$ cat src/qsd_pkg.sv
// Shared types, widths and codes for the q-ary syndrome table decoder.
// No dependencies; every other file imports this package.
package qsd_pkg;

   localparam int TableDepthDefault = 65536;
   localparam int SymbolBitsDefault = 15;

   localparam int SymW       = 15;           // symbol, modulus and generator width
   localparam int RemW       = SymW + 1;     // residue below twice the modulus
   localparam int IdxW       = 16;
   localparam int KeyW       = 3 * SymW;     // packed syndrome before range check
   localparam int ProdW      = 2 * SymW;
   localparam int RecipShift = 2 * SymW;
   localparam int RecipW     = 2 * SymW;
   localparam int ReqDataW   = 136;
   localparam int RspDataW   = 128;

   localparam logic OP_LOAD   = 1'b0;
   localparam logic OP_DECODE = 1'b1;

   localparam logic [1:0] ST_DECODED = 2'd0;
   localparam logic [1:0] ST_WRITTEN = 2'd1;
   localparam logic [1:0] ST_RANGE   = 2'd2;
   localparam logic [1:0] ST_SYMBOL  = 2'd3;

   localparam logic [2:0] REG_LENGTH     = 3'd0;
   localparam logic [2:0] REG_MODULUS    = 3'd1;
   localparam logic [2:0] REG_GEN_SECOND = 3'd2;
   localparam logic [2:0] REG_GEN_THIRD  = 3'd3;
   localparam logic [2:0] REG_GEN_FOURTH = 3'd4;

   localparam logic [2:0]      LEN_RESET  = 3'd2;
   localparam logic [2:0]      LEN_MIN    = 3'd2;
   localparam logic [2:0]      LEN_MAX    = 3'd4;
   localparam logic [SymW-1:0] MOD_RESET  = 15'd631;
   localparam logic [SymW-1:0] MOD_MIN    = 15'd2;
   localparam logic [SymW-1:0] GEN2_RESET = 15'd73;
   localparam logic [SymW-1:0] GEN3_RESET = 15'd0;
   localparam logic [SymW-1:0] GEN4_RESET = 15'd0;
   localparam logic [IdxW-1:0] IDX_SAT    = 16'hFFFF;

   typedef logic [SymW-1:0] sym_type;

   // clamped configuration plus the reciprocal of the modulus
   typedef struct packed {
      logic [2:0]        len;
      sym_type           q;
      sym_type [2:0]     gen;
      logic [RecipW-1:0] recip;
   } cfg_type;

   typedef struct packed {
      logic            op;
      logic            bad;
      logic            hit;
      logic [IdxW-1:0] entry;
      sym_type [3:0]   err;
      sym_type [3:0]   sym;
      sym_type [2:0]   syn;
      logic [KeyW-1:0] key;
   } item_type;

   typedef struct packed {
      logic [1:0]      status;
      sym_type [3:0]   word;
      sym_type [2:0]   syn;
      logic [IdxW-1:0] index;
      logic            codeword;
   } result_type;

endpackage

$ cat src/qsd_recip.sv
// Bit-serial divider: floor(2^RecipShift / q), one quotient bit per cycle.
// Uses qsd_pkg.
module qsd_recip
   import qsd_pkg::*;
(
   input  logic              clock,
   input  logic              reset,
   input  logic              start,
   input  sym_type           divisor,
   output logic              busy,
   output logic [RecipW-1:0] recip
);

   localparam int StepW = $clog2(RecipShift + 1);
   localparam logic [StepW-1:0] LAST_STEP = StepW'(RecipShift);

   logic              busy_ff, busy_in;
   logic [StepW-1:0]  step_ff, step_in;
   logic [SymW-1:0]   rem_ff, rem_in;
   logic [RecipW-1:0] quo_ff, quo_in;
   logic [SymW:0]     shifted;
   logic              fits;

   always_comb begin
      // dividend is a single one at the top bit
      shifted = {rem_ff, (step_ff == LAST_STEP)};
      fits    = shifted >= {1'b0, divisor};
      busy_in = busy_ff;
      step_in = step_ff;
      rem_in  = rem_ff;
      quo_in  = quo_ff;
      if (start) begin
         busy_in = 1'b1;
         step_in = LAST_STEP;
         rem_in  = '0;
      end else if (busy_ff) begin
         rem_in = fits ? SymW'(shifted - {1'b0, divisor}) : SymW'(shifted);
         // top quotient bit is always zero for q >= 2 and drops out
         quo_in = {quo_ff[RecipW-2:0], fits};
         if (step_ff == '0) begin
            busy_in = 1'b0;
         end else begin
            step_in = step_ff - 1'b1;
         end
      end
   end

   always_ff @(posedge clock) begin
      if (reset) begin
         busy_ff <= 1'b1;
         step_ff <= LAST_STEP;
         rem_ff  <= '0;
      end else begin
         busy_ff <= busy_in;
         step_ff <= step_in;
         rem_ff  <= rem_in;
      end
      quo_ff <= quo_in;
   end

   assign busy  = busy_ff;
   assign recip = quo_ff;

endmodule

$ cat config.mk
export PLATFORM = sky130hd
export DESIGN_NAME = qsd_recip
export DESIGN_NICKNAME = d
export VERILOG_FILES = /design/src/qsd_pkg.sv /design/src/qsd_recip.sv
export SDC_FILE = /design/constraint.sdc
export NUM_CORES = 1
export LEC_CHECK = 0
export BUFFER_PORTS_ARGS = -buffer_cell sky130_fd_sc_hd__buf_2
export CAP_MARGIN = 25
export CORE_MARGIN = 1
export CORE_UTILIZATION = 30
export DETAILED_ROUTE_END_ITERATION = 12
export PLACE_DENSITY_LB_ADDON = 0.3
export SETUP_SLACK_MARGIN = 0.1
export SLEW_MARGIN = 40
export SYNTH_ARGS = -nofsm -noshare
export SYNTH_HDL_FRONTEND = slang
export SYNTH_SLANG_ARGS = --single-unit
$ cat constraint.sdc
create_clock -name clock -period 6.7 [get_ports clock]
set_input_delay 0.335 -clock clock [delete_from_list [all_inputs] [get_ports clock]]
set_output_delay 0.335 -clock clock [all_outputs]
set_load 0.005 [all_outputs]
Word level (Yosys, flattened, before mapping). Index checks and enable logic that the tools add are counted.

Flip-flop bits (word level): 51. Output and inout bits: 31. Word-level logic and storage cells: 17.

Add/subtract/negate cells: 2. $lt $le $gt $ge: 1. Equal/unequal tests: 1. Muxes and demuxes: 3. Bitwise operators: 2. Reductions and logical operators: 4.

Operators with widths (count): $ge 16x15->1 (1); $mux 15 (1); $sub 15x15->15 (1); $eq 5x5->1 const B (1); $logic_not 5->1 (1); $sub 5x1->5 const B (1); $reduce_and 2->1 (2); $mux 1 (2); $not 1->1 (2); $reduce_or 2->1 (1).

Longest topological paths before layout. Gate-level depths: netlist (run 1).

Depth after elaboration: 3. Gate-level depth with buffers: 14.

Worst setup path before layout (run 1). OpenSTA, ideal clock, no wires.

Path type: flip-flop to flip-flop. From: register step_ff[0]. To: register rem_ff[14]. Setup time: 69 ps. Data arrival time: 2746 ps. Required time: 6631 ps. Setup slack: 3885 ps. Stages on the path, launching flop included: 14. Path buffers: 1. Period minus slack after synthesis: 2815 ps. Cell sequence: dfxtp_1 -> inv_1 -> ha_1 -> nand4_1 -> ha_1 -> fa_1 -> nand2b_1 -> o2bb2ai_1 -> a211oi_1 -> o21ai_2 -> and2_4 -> buf_6 -> or4_1 -> o21ai_1.

Word-level cells in the longest chain between the ends: 3. Elaborated cells between the ends (all ways): 4. Classes of those cells: add/sub (1); order compare (1); eq/ne (1); mux (1).

RTL lines: start: declaration (line qsd_recip.sv:18) `logic [StepW-1:0] step_ff, step_in;`; start signal: assignment (line qsd_recip.sv:55) `step_ff <= step_in;`; $eq 5x5->1 (*) (line qsd_recip.sv:26) `shifted = {rem_ff, (step_ff == LAST_STEP)};`; $sub 15x15->15 or $ge 16x15->1 (tied branches) (line qsd_recip.sv:37, qsd_recip.sv:27); $mux 15 (*) (line qsd_recip.sv:37) `rem_in = fits ? SymW'(shifted - {1'b0, divisor}) : SymW'(shifted);`; end signal: assignment (line qsd_recip.sv:56) `rem_ff <= rem_in;`; end: declaration (line qsd_recip.sv:19) `logic [SymW-1:0] rem_ff, rem_in;`.

Every way passes the cells marked *; elsewhere a longest branch is shown, timed or not. A chain may end at the register's enable or synchronous reset.

Worst setup path in the final report (run 1).
From: register step_ff[0]. To: register rem_ff[5].

The elaborated chain is that of the path after synthesis.

==> results of run 1 <==
-- stage by stage --
stage               std cells  worst slack (ns)  utilization (%)  hold slack [ns]
floorplan                 262              3.88                -            0.452
global placement          412              3.58             35.0            0.426
detailed placement        412              3.49             35.0            0.429
CTS                       420              3.47             36.1            0.334
global route              420              3.17             36.1            0.353
finish                    420              3.48             36.1            0.343
-- cell type report --
| cell class | instances | area (sq um) | area share [%] |
|---|---|---|---|
| Inverter | 26 | 97.6 | 3.11 |
| Sequential cell | 51 | 1320 | 42.2 |
| Tap cell | 108 | 135 | 4.31 |
| Multi-Input combinational cell | 177 | 1230 | 39.1 |
| Timing Repair Buffer | 50 | 255 | 8.14 |
| Clock inverter | 3 | 28.8 | 0.918 |
| Clock buffer | 5 | 68.8 | 2.19 |
-- synth_stat cells, types with 6 or more instances --
library cell	n	share of area (%)
mux2i_1	7	2.6
edfxtp_1	30	34
nand2_1	15	2.1
clkbuf_1	6	0.84
ha_1	17	7.9
o21ai_0	23	4.3
xnor2_1	11	3.6
a21oi_1	25	4.7
nor2_1	18	2.5
inv_1	26	3.6
dfxtp_1	21	16
nand4_1	6	1.4
-- metal layers --
| metal | vias to the layer above | wire [microns] |
|---|---|---|
| met2 | 49 | 2700 |
| met1 | 934 | 2820 |
| li1 | 1049 | - |
| met3 | 11 | 247 |
| met5 | - | 0 |
| met4 | 0 | 101 |
-- logic make-up (layout without fill, tap and decap cells) --
kind of cell | after synthesis | after routing | synth area share, %
AOI/OAI and AO/OA | 80 | 80 | 18.9
xor gates and xnor gates | 12 | 12 | 3.92
adders and majority gates | 18 | 18 | 8.68
buffers and inverters | 34 | 84 | 5.08
DFF | 51 | 51 | 49.3
muxes | 8 | 8 | 3.03
and+or+nand+nor | 59 | 59 | 11.1
-- critical path: stages (launching register included) --
cell and delay (ns):
dfxtp_1 0.32, inv_1 0.11, ha_1 0.16, nand4_1 0.14
ha_1 0.24, fa_1 0.40, nand2b_1 0.16, o2bb2ai_1 0.18
a211oi_1 0.28, o21ai_2 0.12, and2_4 0.20, inv_1 0.43
mux2i_1 0.27, a21oi_1 0.08
-- state kept, by name, summed over array words and instances, names as in the netlist --
register	cells
step_ff	5
busy	1
rem_ff	15
recip	30
-- layout by cell type, fill, tap and decap left out, types with 2 or more instances in the layout --
cell / netlist / final
o211ai_1: 4 / 4
buf_4: 0 / 2
a31oi_1: 4 / 4
a211oi_1: 4 / 4
a21oi_1: 25 / 25
or3_1: 2 / 2
xnor2_1: 11 / 11
o21ai_0: 23 / 23
ha_1: 17 / 17
and2_4: 2 / 2
o21ai_1: 2 / 2
nor3_1: 3 / 3
inv_1: 26 / 26
nor4_1: 3 / 3
edfxtp_1: 30 / 30
clkinv_4: 0 / 2
nand4_1: 6 / 6
o21bai_1: 3 / 3
buf_2: 1 / 48
nand2_1: 15 / 15
dfxtp_1: 21 / 20
and3_1: 2 / 2
o31ai_1: 2 / 2
clkbuf_8: 0 / 5
mux2i_1: 7 / 7
o21a_1: 3 / 3
nor2b_1: 3 / 3
nor2_1: 18 / 17
-- power groups by stage --
stage | logic (mW) | clock network (mW) | registers (mW)
2_1_floorplan | 0.0375 | 0 | 0.358
3_3_place_gp | 0.0623 | 0 | 0.357
3_5_place_dp | 0.0628 | 0 | 0.358
4_1_cts | 0.0631 | 0.205 | 0.351
5_1_grt | 0.0713 | 0.218 | 0.352
6_report | 0.0620 | 0.194 | 0.350
-- worst min-delay path by stage --
stage | from | end | slack (ns) | cells after the start
final | reset | rem_ff[0] | 0.34 | 3
after floorplan | recip[9] | recip[10] | 0.45 | 0
after global placement | recip[8] | recip[9] | 0.43 | 0
after global routing | reset | rem_ff[0] | 0.35 | 3
after CTS | reset | rem_ff[0] | 0.33 | 3
after detailed placement | recip[28] | recip[29] | 0.43 | 0
==> flow_summary.ini, run 1 <==
[outcome]
outcome = completed

[clock_tree]
clk_latency_ns = 0.32
cts_tree = built
cts_buffers = 5
cts_setup_buffers = 0
htree_levels = 2
clock_path_buffers = 2
path_clk_slew_ns = 0.11
root_buffer = clkbuf_8
postCtsHoldBufs = 0
cts_num_sinks = 51
post_cts_resized = 0

[placed_design]
post_dp_cell_area_sq_mm = 0.00304
port_buffers = 48
place_congestion = 0.837
place_hpwl_microns = 4320

[final_layout]
nets = 347
final_layout_size_suffix_gt1_share_pct = 22.1
nFillCells = 915
final_area_sq_mm = 0.00314
syn2layout_area_growth_pct = 16.9
num_antenna_cells = 0

[setup_path]
startpoint = step_ff[0]
rr_endpoint = rem_ff[5]
cp.required_ns = 6.88
cp.arrival_ns = 3.39
crit_type = flop to flop
start_kind = flop
path_max_fanout = 11
reg2reg_slack_ns = 3.48
regToRegStartpoint = step_ff[0]
crit_path_end = rem_ff[5]
worstRegToRegCells = 13
end_kind = flop

[route]
first_iter_violations = 59
postRouteAntennaNets = 0
via_per_inst = 4.86
drc_errors = 0
drt-total-wl_microns = 5870
route.vias.total = 2043
wl_per_cell_microns = 14.0
firstDrtPassIters = 5

[timing]
finalHoldViolCount = 0
period_minus_slack_ns = 3.22
fmax_ghz = 0.311
slew_headroom_pct = 60.6
fin_crit_sh_pct = 48.0
fin_setup_tns_ns = 0
rsz0062_at_grt = no
drv_slew = 0
skew_ns = 0.0113
setup_violations = 0
worstMarginPinSlew_ns = 0.590

[floorplan]
fp.dieW_microns = 96.6
floorplan.initialDensity_pct = 30.9
row_count = 34
ios = 49
coreArea_sq_mm = 0.00868
die-area_sq_mm = 0.00932
die_y_microns = 96.6

[yosys]
yosysWarnings = 0
syn_area_per_cell_sq_um = 10.2
synth_cell_types = 45
synthCells = 262
ys_async_sr_fraction_pct = 0
synth-main-ff-cell = edfxtp_1
synth.net_count = 298
synth_area_sq_mm = 0.00268
synth-seq-area-share_pct = 49.3
synth_edf_count = 30
ys_ff_latch = 51

[power]
pwr-share-seq_pct = 57.8
sw_frac_of_total_pct = 25.8
clkPwrFrac_pct = 32.0
share_comb_of_total_power_pct = 10.2
power.switching_mw = 0.156
peakVddDrop_mv = 0.0755
pwr_density_cell_mw_per_mm2 = 193
p_int_mw = 0.450
total_power_mw = 0.606
p_leak_nw = 1.27

[grt]
grt_pass1_vias = 1965
grt_pass1_wl_microns = 9630
grt.total_usage_pct = 13.7
met1_usage_pct = 17.6
antenna_found_initial = 0
grt_max_degree = 34
use_met3_pct = 2.66
grt-ovfl-total = 0
top_usage_layer = met2
grtUsageMet2_pct = 22.8

[run]
max-cap-violations = 0

[worst_hold_path]
hold_class = primary input to flop
(Power assumes the default switching activity.)
==> inputs of run 2 (changes only) <==
ABC_AREA = 1   (was not set)
clock period = 3.25 ns   (was 6.7 ns; I/O delays follow)
==> flow_summary.ini, run 2 <==
[outcome]
outcome = completed

[timing]
worstMarginPinSlew_ns = 0.609
fin_setup_tns_ns = 0
slew_headroom_pct = 59.1
rsz0062_at_grt = no
drv_slew = 0
setup_violations = 0
fin_crit_sh_pct = 77.4
finalHoldViolCount = 0
skew_ns = 0.00701
period_minus_slack_ns = 2.52
fmax_ghz = 0.398

[route]
firstDrtPassIters = 4
drc_errors = 0
postRouteAntennaNets = 0
drt-total-wl_microns = 6540
route.vias.total = 2437
first_iter_violations = 110
via_per_inst = 4.37
wl_per_cell_microns = 11.7

[grt]
grt.total_usage_pct = 13.2
grt_pass1_wl_microns = 10700
grt_pass1_vias = 2238
antenna_found_initial = 0
grt_max_degree = 30
grt-ovfl-total = 0

[yosys]
synthTopCellsByArea = edfxtp_1 30%, dfxtp_1 14%, nand2_1 13%
yosysWarnings = 0
synth-main-ff-cell = edfxtp_1
synth.top_cell.area_share_pct = 29.8
ys_ff_latch = 51
syn_area_per_cell_sq_um = 8.09
synth.net_count = 410
synth-seq-area-share_pct = 43.7
synth_edf_count = 30
synth_most_common_cell = nand2_1
ys_async_sr_fraction_pct = 0
synthCells = 374
yosysTopAreaCell = edfxtp_1
synth_cell_types = 32
yosys-top-cells-count = 103 x nand2_1, 66 x inv_1, 36 x nand3_1, 30 x edfxtp_1, 21 x dfxtp_1
synth_area_sq_mm = 0.00302

[power]
p_int_mw = 0.992
clkPwrFrac_pct = 34.0
share_comb_of_total_power_pct = 10.3
peakVddDrop_mv = 0.176
sw_frac_of_total_pct = 23.4
total_power_mw = 1.30
p_leak_nw = 1.71
pwr-share-seq_pct = 55.7
power.switching_mw = 0.303
pwr_density_cell_mw_per_mm2 = 369

[setup_path]
cp.required_ns = 3.43
crit_type = flop to flop
cp.arrival_ns = 2.69
startpoint = step_ff[0]
end_kind = flop
path_max_fanout = 16
regToRegStartpoint = step_ff[0]
start_kind = flop

[clock_tree]
cts_buffers = 5
htree_levels = 2
postCtsHoldBufs = 0
cts_setup_buffers = 0
clk_latency_ns = 0.30
clock_path_buffers = 2
cts_tree = built
cts_num_sinks = 51
root_buffer = clkbuf_8
post_cts_resized = 0
path_clk_slew_ns = 0.09

[floorplan]
floorplan.initialDensity_pct = 30.9
die-area_sq_mm = 0.0105
fp.dieW_microns = 102
row_count = 36
coreArea_sq_mm = 0.00977
die_y_microns = 102
ios = 49

[final_layout]
final_area_sq_mm = 0.00351
final_common_cell = nand2_1
syn2layout_area_growth_pct = 16.0
final_layout_size_suffix_gt1_share_pct = 20.9
largest_reg_flops = 30
num_antenna_cells = 0
nets = 460
layout_common_cells = 103 x nand2_1, 66 x inv_1, 48 x buf_2

[placed_design]
port_buffers = 48
place_hpwl_microns = 5100
post_dp_cell_area_sq_mm = 0.00339
place_congestion = 0.873

[worst_hold_path]
hold_start = reset
hold_class = primary input to flop

[run]
max-cap-violations = 0
## run 2: cell count changes in the layout (fill, tap and decap cells not counted), moves of 5 or more
cell,previous run,this run
a21oi_1,25,18
a21oi_2,0,5
inv_1,26,66
mux2i_1,7,0
nand2_1,15,103
nand2_2,0,11
nand3_1,1,36
nand3_2,0,5
nand3b_1,0,9
o21ai_0,23,4
xnor2_1,11,3
## run 2: worst max-delay path: stages (launching register included)
cell and delay, ns:
dfxtp_1 0.32, inv_1 0.10, ha_1 0.15, nand4_1 0.13, ha_1 0.24, fa_1 0.40, inv_1 0.11, nand2_1 0.05
nand2_1 0.07, nand3_1 0.10, nand3_2 0.11, nand2_4 0.13, nand2_4 0.23, nand3_1 0.11, nand2_1 0.07, a21oi_1 0.06
## run 2: cells by family (layout without fill, tap and decap cells)
| family | Yosys count | count (layout) | share of synthesized area, % |
|---|---|---|---|
| buf+inv | 76 | 127 | 10.3 |
| fa+ha+maj | 18 | 18 | 7.70 |
| flops | 51 | 51 | 43.7 |
| simple gates | 194 | 194 | 30.7 |
| xor+xnor | 6 | 6 | 1.74 |
| compound gates | 29 | 29 | 5.79 |
## run 2: path summary, 6_finish.rpt
check / end / slack (ns) / cells after the start
max: rem_ff[14] / 0.73 / 15
max reg2reg: rem_ff[14] / 0.73 / 15
min: busy / 0.1 / 3
min reg2reg: recip[7] / 0.45 / 0
## run 2: final cells by class
| type | count | area [sq um] |
|---|---|---|
| clock inverter | 3 | 43.8 |
| inverter | 69 | 259 |
| fill | 1033 | 6270 |
| clock buffer | 5 | 68.8 |
| timing repair buffer | 50 | 255 |
| multi-input combinational | 247 | 1390 |
| tap | 133 | 166 |
| sequential | 51 | 1320 |
## run 2: power groups by stage
stage          clock network (mW)  logic [mW]  registers [mW]
2_1_floorplan                   0      0.0815           0.738
3_3_place_gp                    0       0.134           0.737
3_5_place_dp                    0       0.135           0.737
4_1_cts                     0.459       0.136           0.722
5_1_grt                     0.481       0.154           0.726
6_report                    0.440       0.134           0.721
## run 2: metrics by stage
| stage | worst slack [ns] | cells | utilization (%) | hold slack [ns] |
|---|---|---|---|---|
| after global placement | 0.796 | 550 | 34.7 | 0.416 |
| after floorplan | 0.663 | 374 | - | 0.293 |
| after CTS | 0.704 | 558 | 35.9 | 0.0902 |
| final | 0.735 | 558 | 35.9 | 0.0959 |
| after global routing | 0.428 | 558 | 35.9 | 0.108 |
| after detailed placement | 0.718 | 550 | 34.7 | 0.416 |
## run 2: per-layer routing
| metal | global-route usage (%) | vias to the layer above | part of all wire (%) |
|---|---|---|---|
| li1 | - | 1286 | - |
| met1 | 17.5 | 1093 | 47 |
| met2 | 22.5 | 54 | 48 |
| met3 | 2.46 | 4 | 4.2 |
| met4 | 2.64 | 0 | 0.54 |
| met5 | 0 | - | 0 |
